### src/design/packbits_row_decoder_assert.svh
// Assertion macros for the PackBits row decoder top level.
`ifndef PACKBITS_ROW_DECODER_ASSERT_SVH
`define PACKBITS_ROW_DECODER_ASSERT_SVH
`ifndef SYNTHESIS
`define PBRD_ASSERT_IMPLY(label, clk, rst, ante, cons, msg) \
  label: assert property (@(posedge clk) disable iff (rst) (ante) |-> (cons)) \
    else $error(msg);
`define PBRD_ASSERT_NEXT(label, clk, rst, ante, cons, msg) \
  label: assert property (@(posedge clk) disable iff (rst) (ante) |=> (cons)) \
    else $error(msg);
`else
`define PBRD_ASSERT_IMPLY(label, clk, rst, ante, cons, msg)
`define PBRD_ASSERT_NEXT(label, clk, rst, ante, cons, msg)
`endif
`endif

### src/design/pbrd_pkg.sv
// Shared types and constants of the PackBits row decoder.
package pbrd_pkg;

  localparam int CFG_IDX_W = 2;
  localparam int CFG_DATA_W = 16;

  localparam logic [CFG_IDX_W-1:0] CFG_ROW_WIDTH = 2'd0;
  localparam logic [CFG_IDX_W-1:0] CFG_ROW_COUNT = 2'd1;
  localparam logic [CFG_IDX_W-1:0] CFG_COMPRESSED = 2'd2;

  localparam logic [15:0] ROW_WIDTH_RESET = 16'd320;
  localparam logic [15:0] ROW_COUNT_RESET = 16'd200;
  localparam logic COMPRESSED_RESET = 1'b1;

  // Commands from the controller to the datapath.
  typedef struct packed {
    logic consume;     // put one byte into the current row
    logic sel_rep;     // the byte comes from the held repeat byte
    logic load_lit;    // header starts a literal run
    logic load_rep;    // header starts a repeat run
    logic latch_byte;  // hold the repeat byte
    logic dec_lit;     // one literal byte used or skipped
    logic dec_rep;     // one repeat byte used
  } cmd_t;

  // Status from the datapath to the controller.
  typedef struct packed {
    logic out_free;    // output register can take a group this cycle
    logic compressed;  // body is run-length coded
    logic hdr_repeat;  // incoming header byte starts a repeat
    logic row_end;     // the next consumed byte ends the row
    logic lit_one;     // one literal byte left
    logic rep_one;     // one repeat byte left
  } status_t;

endpackage

### src/design/pbrd_ctrl.sv
// Controller state machine of the PackBits row decoder.
module pbrd_ctrl (
  input  logic              clk,
  input  logic              rst,
  input  logic              in_valid,
  output logic              in_ready,
  input  pbrd_pkg::status_t status,
  output pbrd_pkg::cmd_t    cmd
);

  localparam logic [2:0] ST_HEADER  = 3'd0;
  localparam logic [2:0] ST_LITERAL = 3'd1;
  localparam logic [2:0] ST_REPEAT  = 3'd2;
  localparam logic [2:0] ST_SKIP    = 3'd3;
  localparam logic [2:0] ST_RUN     = 3'd4;

  logic [2:0] state;
  logic [2:0] state_next;
  logic       accept;

  always_comb begin
    case (state)
      ST_HEADER:  in_ready = status.compressed ? 1'b1 : status.out_free;
      ST_LITERAL: in_ready = status.out_free;
      ST_REPEAT:  in_ready = 1'b1;
      ST_SKIP:    in_ready = 1'b1;
      default:    in_ready = 1'b0;
    endcase
  end

  assign accept = in_valid && in_ready;

  always_comb begin
    cmd = '0;
    state_next = state;
    case (state)
      ST_HEADER: begin
        if (accept) begin
          if (!status.compressed) begin
            cmd.consume = 1'b1;
          end else if (!status.hdr_repeat) begin
            cmd.load_lit = 1'b1;
            state_next = ST_LITERAL;
          end else begin
            cmd.load_rep = 1'b1;
            state_next = ST_REPEAT;
          end
        end
      end
      ST_LITERAL: begin
        if (accept) begin
          cmd.consume = 1'b1;
          cmd.dec_lit = 1'b1;
          // A literal run cut at the row end drops its remaining bytes.
          if (status.row_end && !status.lit_one) begin
            state_next = ST_SKIP;
          end else if (status.lit_one) begin
            state_next = ST_HEADER;
          end
        end
      end
      ST_REPEAT: begin
        if (accept) begin
          cmd.latch_byte = 1'b1;
          state_next = ST_RUN;
        end
      end
      ST_SKIP: begin
        if (accept) begin
          cmd.dec_lit = 1'b1;
          if (status.lit_one) begin
            state_next = ST_HEADER;
          end
        end
      end
      ST_RUN: begin
        if (status.out_free) begin
          cmd.consume = 1'b1;
          cmd.sel_rep = 1'b1;
          cmd.dec_rep = 1'b1;
          if (status.row_end || status.rep_one) begin
            state_next = ST_HEADER;
          end
        end
      end
      default: begin
        state_next = ST_HEADER;
      end
    endcase
  end

  always_ff @(posedge clk) begin
    if (rst) begin
      state <= ST_HEADER;
    end else begin
      state <= state_next;
    end
  end

endmodule

### src/design/pbrd_datapath.sv
// Datapath of the PackBits row decoder: counters, pixel grouping and output register.
module pbrd_datapath (
  input  logic                               clk,
  input  logic                               rst,
  input  logic                               cfg_we,
  input  logic [pbrd_pkg::CFG_IDX_W-1:0]     cfg_index,
  input  logic [pbrd_pkg::CFG_DATA_W-1:0]    cfg_data,
  input  logic [7:0]                         in_byte,
  input  pbrd_pkg::cmd_t                     cmd,
  output pbrd_pkg::status_t                  status,
  input  logic                               out_ready,
  output logic                               out_valid,
  output logic [31:0]                        out_pixels,
  output logic [2:0]                         out_count,
  output logic                               out_row_last,
  output logic                               out_image_last,
  output logic                               out_overrun
);

  logic [15:0] cfg_row_width;
  logic [15:0] cfg_row_count;
  logic        cfg_compressed;

  logic [7:0]  literal_left;
  logic [7:0]  rep_left;
  logic [7:0]  rep_byte;
  logic [16:0] row_bytes_left;
  logic [15:0] rows_left;
  logic        row_odd;
  logic        cut;
  logic [7:0]  group_buf [4];
  logic [2:0]  group_fill;

  logic [7:0]  cons_byte;
  logic        pad;
  logic [16:0] rbl_dec;
  logic        row_done;
  logic [7:0]  buf_new [4];
  logic [2:0]  fill_new;
  logic        emit_any;
  logic [31:0] pix_masked;
  logic [15:0] w_eff;
  logic [16:0] w_pad;
  logic [15:0] count_eff;
  logic [8:0]  lit_len;
  logic [8:0]  rep_len;
  logic        out_free;

  always_ff @(posedge clk) begin
    if (rst) begin
      cfg_row_width  <= pbrd_pkg::ROW_WIDTH_RESET;
      cfg_row_count  <= pbrd_pkg::ROW_COUNT_RESET;
      cfg_compressed <= pbrd_pkg::COMPRESSED_RESET;
    end else if (cfg_we) begin
      case (cfg_index)
        pbrd_pkg::CFG_ROW_WIDTH:  cfg_row_width  <= cfg_data;
        pbrd_pkg::CFG_ROW_COUNT:  cfg_row_count  <= cfg_data;
        pbrd_pkg::CFG_COMPRESSED: cfg_compressed <= cfg_data[0];
        default: ;
      endcase
    end
  end

  assign out_free  = !out_valid || out_ready;
  assign cons_byte = cmd.sel_rep ? rep_byte : in_byte;
  assign pad       = row_odd && (row_bytes_left == 17'd1);
  assign rbl_dec   = row_bytes_left - 17'd1;
  assign row_done  = (rbl_dec == 17'd0);

  always_comb begin
    buf_new  = group_buf;
    fill_new = group_fill;
    // The pad byte that makes a row even is counted but never stored.
    if (!pad) begin
      buf_new[group_fill[1:0]] = cons_byte;
      fill_new = group_fill + 3'd1;
    end
  end

  // A full group that holds the row's last pixel waits for the pad byte.
  assign emit_any = row_done || ((fill_new == 3'd4) && (rbl_dec != {16'd0, row_odd}));

  always_comb begin
    for (int i = 0; i < 4; i++) begin
      pix_masked[i*8 +: 8] = (3'(i) < fill_new) ? buf_new[i] : 8'd0;
    end
  end

  assign w_eff     = (cfg_row_width == 16'd0) ? 16'd1 : cfg_row_width;
  assign w_pad     = {1'b0, w_eff} + {16'd0, w_eff[0]};
  assign count_eff = (cfg_row_count == 16'd0) ? 16'd1 : cfg_row_count;
  assign lit_len   = {2'd0, in_byte[6:0]} + 9'd1;
  assign rep_len   = 9'd257 - {1'b0, in_byte};

  always_ff @(posedge clk) begin
    if (rst) begin
      literal_left   <= 8'd0;
      rep_left       <= 8'd0;
      row_bytes_left <= {1'b0, pbrd_pkg::ROW_WIDTH_RESET} + {16'd0, pbrd_pkg::ROW_WIDTH_RESET[0]};
      row_odd        <= pbrd_pkg::ROW_WIDTH_RESET[0];
      rows_left      <= pbrd_pkg::ROW_COUNT_RESET;
      cut            <= 1'b0;
      group_fill     <= 3'd0;
    end else begin
      if (cmd.load_lit) begin
        literal_left <= lit_len[7:0];
        cut          <= {8'd0, lit_len} > row_bytes_left;
      end else if (cmd.dec_lit && (literal_left != 8'd0)) begin
        literal_left <= literal_left - 8'd1;
      end
      if (cmd.load_rep) begin
        rep_left <= rep_len[7:0];
        cut      <= {8'd0, rep_len} > row_bytes_left;
      end else if (cmd.dec_rep) begin
        rep_left <= rep_left - 8'd1;
      end
      if (cmd.consume) begin
        if (row_done) begin
          rows_left      <= (rows_left == 16'd1) ? count_eff : rows_left - 16'd1;
          row_bytes_left <= w_pad;
          row_odd        <= w_eff[0];
          cut            <= 1'b0;
          group_fill     <= 3'd0;
        end else begin
          row_bytes_left <= rbl_dec;
          group_fill     <= emit_any ? 3'd0 : fill_new;
        end
      end
    end
  end

  always_ff @(posedge clk) begin
    if (cmd.latch_byte) begin
      rep_byte <= in_byte;
    end
    if (cmd.consume) begin
      group_buf <= buf_new;
    end
  end

  always_ff @(posedge clk) begin
    if (rst) begin
      out_valid <= 1'b0;
    end else if (cmd.consume && emit_any) begin
      out_valid <= 1'b1;
    end else if (out_ready) begin
      out_valid <= 1'b0;
    end
  end

  always_ff @(posedge clk) begin
    if (cmd.consume && emit_any) begin
      out_pixels     <= pix_masked;
      out_count      <= fill_new;
      out_row_last   <= row_done;
      out_image_last <= row_done && (rows_left == 16'd1);
      out_overrun    <= row_done && cut;
    end
  end

  always_comb begin
    status.out_free   = out_free;
    status.compressed = cfg_compressed;
    status.hdr_repeat = in_byte[7];
    status.row_end    = (row_bytes_left == 17'd1);
    status.lit_one    = (literal_left == 8'd1);
    status.rep_one    = (rep_left == 8'd1);
  end

endmodule

### src/design/packbits_row_decoder.sv
// Top level of the PackBits row decoder.
// Takes body bytes one item at a time and delivers decoded pixels in groups of up to
// four, with tlast on the group that ends a row. Raw bytes and literal bytes are taken
// at one per cycle while the output register is free or being emptied. A repeat run
// plays out as header, data byte, then one pixel a cycle from the repeat counter while
// the output register is free, ending early when the run is cut at the row end,
// and input is held off while it plays out. The single output register holds one group;
// while it waits to be taken, pixel production stops. The pad byte of an odd row is
// taken but not delivered. Register writes go straight in; row_width takes effect at
// the next row, row_count at the next image, compressed at the next header.
module packbits_row_decoder (
  input  logic                            clk,
  input  logic                            rst,
  input  logic                            cfg_we,
  input  logic [pbrd_pkg::CFG_IDX_W-1:0]  cfg_index,
  input  logic [pbrd_pkg::CFG_DATA_W-1:0] cfg_data,
  input  logic                            s_tvalid,
  output logic                            s_tready,
  input  logic [7:0]                      s_tdata,   // stream_byte
  output logic                            m_tvalid,
  input  logic                            m_tready,
  output logic [39:0]                     m_tdata,   // pixel_a, pixel_b, pixel_c, pixel_d,
                                                     // valid_count, zero fill
  output logic                            m_tlast,   // row_last
  output logic [1:0]                      m_tuser    // image_last, overrun
);

  pbrd_pkg::cmd_t    cmd;
  pbrd_pkg::status_t status;
  logic [31:0]       out_pixels;
  logic [2:0]        out_count;
  logic              out_image_last;
  logic              out_overrun;

  pbrd_ctrl u_ctrl (
    .clk      (clk),
    .rst      (rst),
    .in_valid (s_tvalid),
    .in_ready (s_tready),
    .status   (status),
    .cmd      (cmd)
  );

  pbrd_datapath u_datapath (
    .clk            (clk),
    .rst            (rst),
    .cfg_we         (cfg_we),
    .cfg_index      (cfg_index),
    .cfg_data       (cfg_data),
    .in_byte        (s_tdata),
    .cmd            (cmd),
    .status         (status),
    .out_ready      (m_tready),
    .out_valid      (m_tvalid),
    .out_pixels     (out_pixels),
    .out_count      (out_count),
    .out_row_last   (m_tlast),
    .out_image_last (out_image_last),
    .out_overrun    (out_overrun)
  );

  assign m_tdata = {5'd0, out_count, out_pixels};
  assign m_tuser = {out_overrun, out_image_last};

`include "packbits_row_decoder_assert.svh"

  `PBRD_ASSERT_IMPLY(a_consume_free, clk, rst, cmd.consume, status.out_free, "pixel taken while output register is full")
  `PBRD_ASSERT_IMPLY(a_count_range, clk, rst, m_tvalid, (m_tdata[34:32] != 3'd0) && (m_tdata[34:32] <= 3'd4), "group pixel count out of range")
  `PBRD_ASSERT_IMPLY(a_flags_on_row_end, clk, rst, m_tvalid && (m_tuser[0] || m_tuser[1]), m_tlast, "image end or overrun on a group that does not end a row")
  `PBRD_ASSERT_NEXT(a_row_end_group, clk, rst, cmd.consume && status.row_end, m_tvalid && m_tlast, "row end without a row-ending group")

endmodule
### config.mk
export PLATFORM = sky130hd
export DESIGN_NAME = packbits_row_decoder
export DESIGN_NICKNAME = d
export VERILOG_FILES = /design/src/design/pbrd_pkg.sv /design/src/design/pbrd_ctrl.sv /design/src/design/pbrd_datapath.sv /design/src/design/packbits_row_decoder.sv
export VERILOG_INCLUDE_DIRS = /design/src /design/src/design
export SDC_FILE = /design/constraint.sdc
export NUM_CORES = 1
export LEC_CHECK = 0
export ABC_AREA = 0
export BUFFER_PORTS_ARGS = -buffer_cell sky130_fd_sc_hd__buf_2
export CORE_MARGIN = 5
export CORE_UTILIZATION = 46
export CTS_CLUSTER_DIAMETER = 40
export DETAILED_ROUTE_END_ITERATION = 8
export PLACE_DENSITY = 0.72
export REMOVE_ABC_BUFFERS = 1
export SYNTH_ARGS = -nofsm -noshare
export SYNTH_HDL_FRONTEND = slang
export SYNTH_HIERARCHICAL = 1
export SYNTH_SLANG_ARGS = --single-unit
### constraint.sdc
create_clock -name clk -period 6.5 [get_ports clk]
set_input_delay 0.975 -clock clk [delete_from_list [all_inputs] [get_ports clk]]
set_output_delay 0.975 -clock clk [all_outputs]
set_load 0.02 [all_outputs]
==> run summary <==
status -> completed
top cell type by total area after synthesis -> sky130_fd_sc_hd__edfxtp_1
ANT nets after route -> 0
Critical Path Source Type -> flop
antenna violations before repair -> 0
Port-buffer cells -> 70
cell breakdown of the critical path -> or4_4 -> nor3_1 -> nand4_1 -> buf_4 -> and4b_1 -> o221ai_1 -> nand2_2
IR drop worst, VDD -> 187.1 uV
CTS Root Buffer Type -> sky130_fd_sc_hd__clkbuf_16
x dimension of the die -> 151 um
Vias -> 7,532
insertion delay to the later sink of the worst-skew pair -> 0.43 ns
die boundary height -> 151 um
number of clock sinks -> 169
top_reg_cell synth -> sky130_fd_sc_hd__dfxtp_1
critical path buffer and inverter count -> 1
number of endpoints with negative hold slack in the final report -> 0
fmax -> 271.6 MHz
signed area change from the synthesized netlist to the final layout -> 11.00%
total placed cells including tap cells -> 1,270
gr ovfl total -> 0
Slew @ Worst Pin -> 1.092 ns
CTS HTree Levels -> 4
TritonCTS clock tree -> yes
clk_skew -> 0.009524 ns
Setup-failing EPs final -> 0
top-area cell type share of the netlist area -> 25.61%
via count of the first global-routing pass -> 6,762
Avg WL per Cell -> 16.88 um
Post-CTS Hold Buffers -> 0
sequential cell area fraction in the yosys report -> 45.53%
Leak -> 3.626 nW
Total Nets Final -> 1,087
share of flip-flops with an asynchronous set or reset -> 0%
Synth area leaders -> sky130_fd_sc_hd__edfxtp_1 26%, sky130_fd_sc_hd__dfxtp_1 20%, sky130_fd_sc_hd__a21oi_1 5.0%, sky130_fd_sc_hd__nand2_1 4.9%, sky130_fd_sc_hd__ha_1 4.4%
flops & latches, synth -> 169
number of buffers created by CTS -> 17
Overall Global Routing Usage -> 19.25%
share of final-layout standard cells stronger than drive strength 1 -> 13.13%
maximum fanout along the worst path -> 75
count of pins over their slew limit -> 0
relative max-transition margin -> 26.94%
Worst Path Arrival -> 3.65 ns
number of synthesized flops with an enable pin -> 78
deepest clock path buffer count -> 2
CP max stage delay -> 0.63 ns
pin count of the biggest net entering global routing -> 76
number of unique standard cell types used by synthesis -> 79
final weighted congestion of routability-driven global placement -> 0.9014
number of standard cells in the layout, taps in and fillers out -> 1,301
effective utilization at floorplan -> 46.83%
cell with the largest stage delay on the worst path -> sky130_fd_sc_hd__or4_4
crit path kind -> reg -> reg
Boundary Pins -> 76
number of DRC violations after detailed routing -> 0
core region area -> 19,530 um2
final period demand of the worst path -> 3.682 ns
gate count of the mapped netlist -> 994
setup repair after global routing missed its margin -> false
Worst Hold Margin -> 0.4715 ns
portion of the clock cycle consumed by the worst path in the final layout -> 56.65%
worst setup slack for register-to-register paths -> 2.82 ns
mean number of vias per cell -> 5.789
std cell rows -> 51
max-cap violations -> 0
first-pass iteration count of the detailed router -> 7
post-CTS sizing -> 0
1st-iter DRT viols -> 633
post-synthesis instance area -> 9145 um2
sum of net half-perimeters after detailed placement -> 15.18 mm
post-CTS setup buffer count -> 0
crit-path leading delay family -> simple AND/OR/NAND/NOR gates
critical path capture point type -> flop
clock-pin slew on the worst setup and hold paths -> 0.07 ns
Min-Delay Path Class -> reg -> reg
synthesized area divided by synthesized cell count -> 9.200 um2
first-pass GRT wire length -> 35.03 mm
Warnings, synthesis -> 6
ratio of total power to cell area -> 253.3 nW/um2
number of diodes -> 0
die footprint -> 22,800 um2
Worst Path Required -> 6.47 ns
Final Routed Wirelength -> 21.96 mm
layout by cell type, fill, tap and decap left out, drive strengths merged, types with 7 or more instances in the layout:
| master | count |
|---|---|
| a211oi | 13 |
| a21oi | 92 |
| a311oi | 17 |
| a31oi | 33 |
| and3 | 8 |
| buf | 76 |
| clkbuf | 17 |
| dfxtp | 91 |
| edfxtp | 78 |
| ha | 32 |
| inv | 37 |
| mux2i | 13 |
| nand2 | 120 |
| nand2b | 8 |
| nand3 | 32 |
| nand4 | 14 |
| nor2 | 63 |
| nor2b | 11 |
| nor3 | 36 |
| nor4 | 25 |
| nor4b | 7 |
| o21a | 8 |
| o21ai | 45 |
| or3 | 12 |
| or4 | 12 |
| xnor2 | 28 |
| xor2 | 24 |
worst reg2reg max path, delay by kind of cell, from the launching register on:
kind	cells	cell delay [ns]
AND/OR/NAND/NOR	5	2.11
AO/OA/AOI/OAI	1	0.40
buffers and inverters	1	0.36
flip-flops	1	0.34
registers in the layout, indices dropped and copies added (netlist names):
name,cells
u_datapath/cfg_row_count,16
u_datapath/group_fill,3
u_datapath/out_valid,1
u_datapath/out_pixels,32
u_datapath/rep_byte,8
u_datapath/out_overrun,1
u_datapath/rows_left,16
u_datapath/cut,1
u_ctrl/state,3
u_datapath/rep_left,8
u_datapath/out_row_last,1
u_datapath/literal_left,8
u_datapath/group_buf,32
u_datapath/cfg_compressed,1
u_datapath/out_count,3
u_datapath/row_odd,1
u_datapath/out_image_last,1
u_datapath/row_bytes_left,17
u_datapath/cfg_row_width,16
logic make-up after synthesis:
group                      Yosys count  share of synthesized area (%)
and+or+nand+nor                    377                          21.54
AOI/OAI and AO/OA                  247                          16.88
DFF                                169                          45.53
buffers and inverters              102                          5.021
xor gates and xnor gates            52                          5.062
adders and majority gates           32                          4.378
muxes                               14                          1.546
other                                1                        0.04101
worst paths after layout:
check                           depth (start not counted)                                 endpoint                                      start
worst max register to register                          7  u_datapath/out_pixels[12]$_SDFFCE_PP0P_  u_datapath/row_bytes_left[9]$_SDFFE_PP0P_
worst min register to register                          2    u_datapath/rows_left[10]$_SDFFE_PP0P_      u_datapath/rows_left[10]$_SDFFE_PP0P_
worst min-delay path                                    2    u_datapath/rows_left[10]$_SDFFE_PP0P_      u_datapath/rows_left[10]$_SDFFE_PP0P_
worst max-delay path                                    7  u_datapath/out_pixels[12]$_SDFFCE_PP0P_  u_datapath/row_bytes_left[9]$_SDFFE_PP0P_
layout make-up:
| cell class | count | area, um2 |
|---|---|---|
| fill | 1825 | 9375 |
| multi-input combinational | 727 | 4544 |
| sequential | 169 | 4164 |
| clock buffer | 17 | 425.4 |
| timing repair buffer | 76 | 395.4 |
| tap | 265 | 331.6 |
| clock inverter | 14 | 166.4 |
| inverter | 33 | 123.9 |
metal layers:
layer / global-route usage, % / routed length (um) / up-vias
li1: - / - / 3714
met1: 27.03 / 10220 / 3532
met2: 30.12 / 10040 / 255
met3: 3.710 / 1313 / 31
met4: 6.074 / 388 / 0
met5: 0 / 0 / -
Yosys cell counts, types with 10 or more instances:
master and instances:
sky130_fd_sc_hd__inv_1 32, sky130_fd_sc_hd__a211oi_1 13, sky130_fd_sc_hd__nor4_1 23, sky130_fd_sc_hd__a311oi_1 17, sky130_fd_sc_hd__a31oi_1 33, sky130_fd_sc_hd__dfxtp_1 91
sky130_fd_sc_hd__mux2i_1 13, sky130_fd_sc_hd__edfxtp_1 78, sky130_fd_sc_hd__xnor2_1 28, sky130_fd_sc_hd__xor2_1 23, sky130_fd_sc_hd__nand4_1 14, sky130_fd_sc_hd__clkbuf_1 39
sky130_fd_sc_hd__buf_2 12, sky130_fd_sc_hd__a21oi_1 92, sky130_fd_sc_hd__nor3_1 35, sky130_fd_sc_hd__ha_1 32, sky130_fd_sc_hd__nor2b_1 10, sky130_fd_sc_hd__nand3_1 31
sky130_fd_sc_hd__nand2_1 120, sky130_fd_sc_hd__nor2_1 60, sky130_fd_sc_hd__o21ai_0 43, sky130_fd_sc_hd__or3_1 11, sky130_fd_sc_hd__buf_4 14
through the flow:
step           setup WS [ns]  TNS, ns  total power, W  instance area [um2]  util, %
2_1_floorplan         -2.563  -128.08        0.001464                 8825        -
6_report               2.818        0        0.002571                10150    51.99
3_5_place_dp           2.834        0        0.001567                 9559    48.96
3_3_place_gp           2.865        0        0.001560                 9559    48.96
4_1_cts                2.804        0        0.002585                10150    51.99
5_1_grt                2.657        0        0.002685                10150    51.99
report_power, final:
group / switching [W] / total [W] / leakage (nW) / internal (W)
Combinational: 0.000218 / 0.000347 / 1.89 / 0.000129
Sequential: 0.0000427 / 0.00121 / 1.46 / 0.00116
Clock: 0.000444 / 0.00102 / 0.281 / 0.000574
Total: 0.000705 / 0.00257 / 3.63 / 0.00187
No activity file was read; power rests on OpenSTA's default activity.
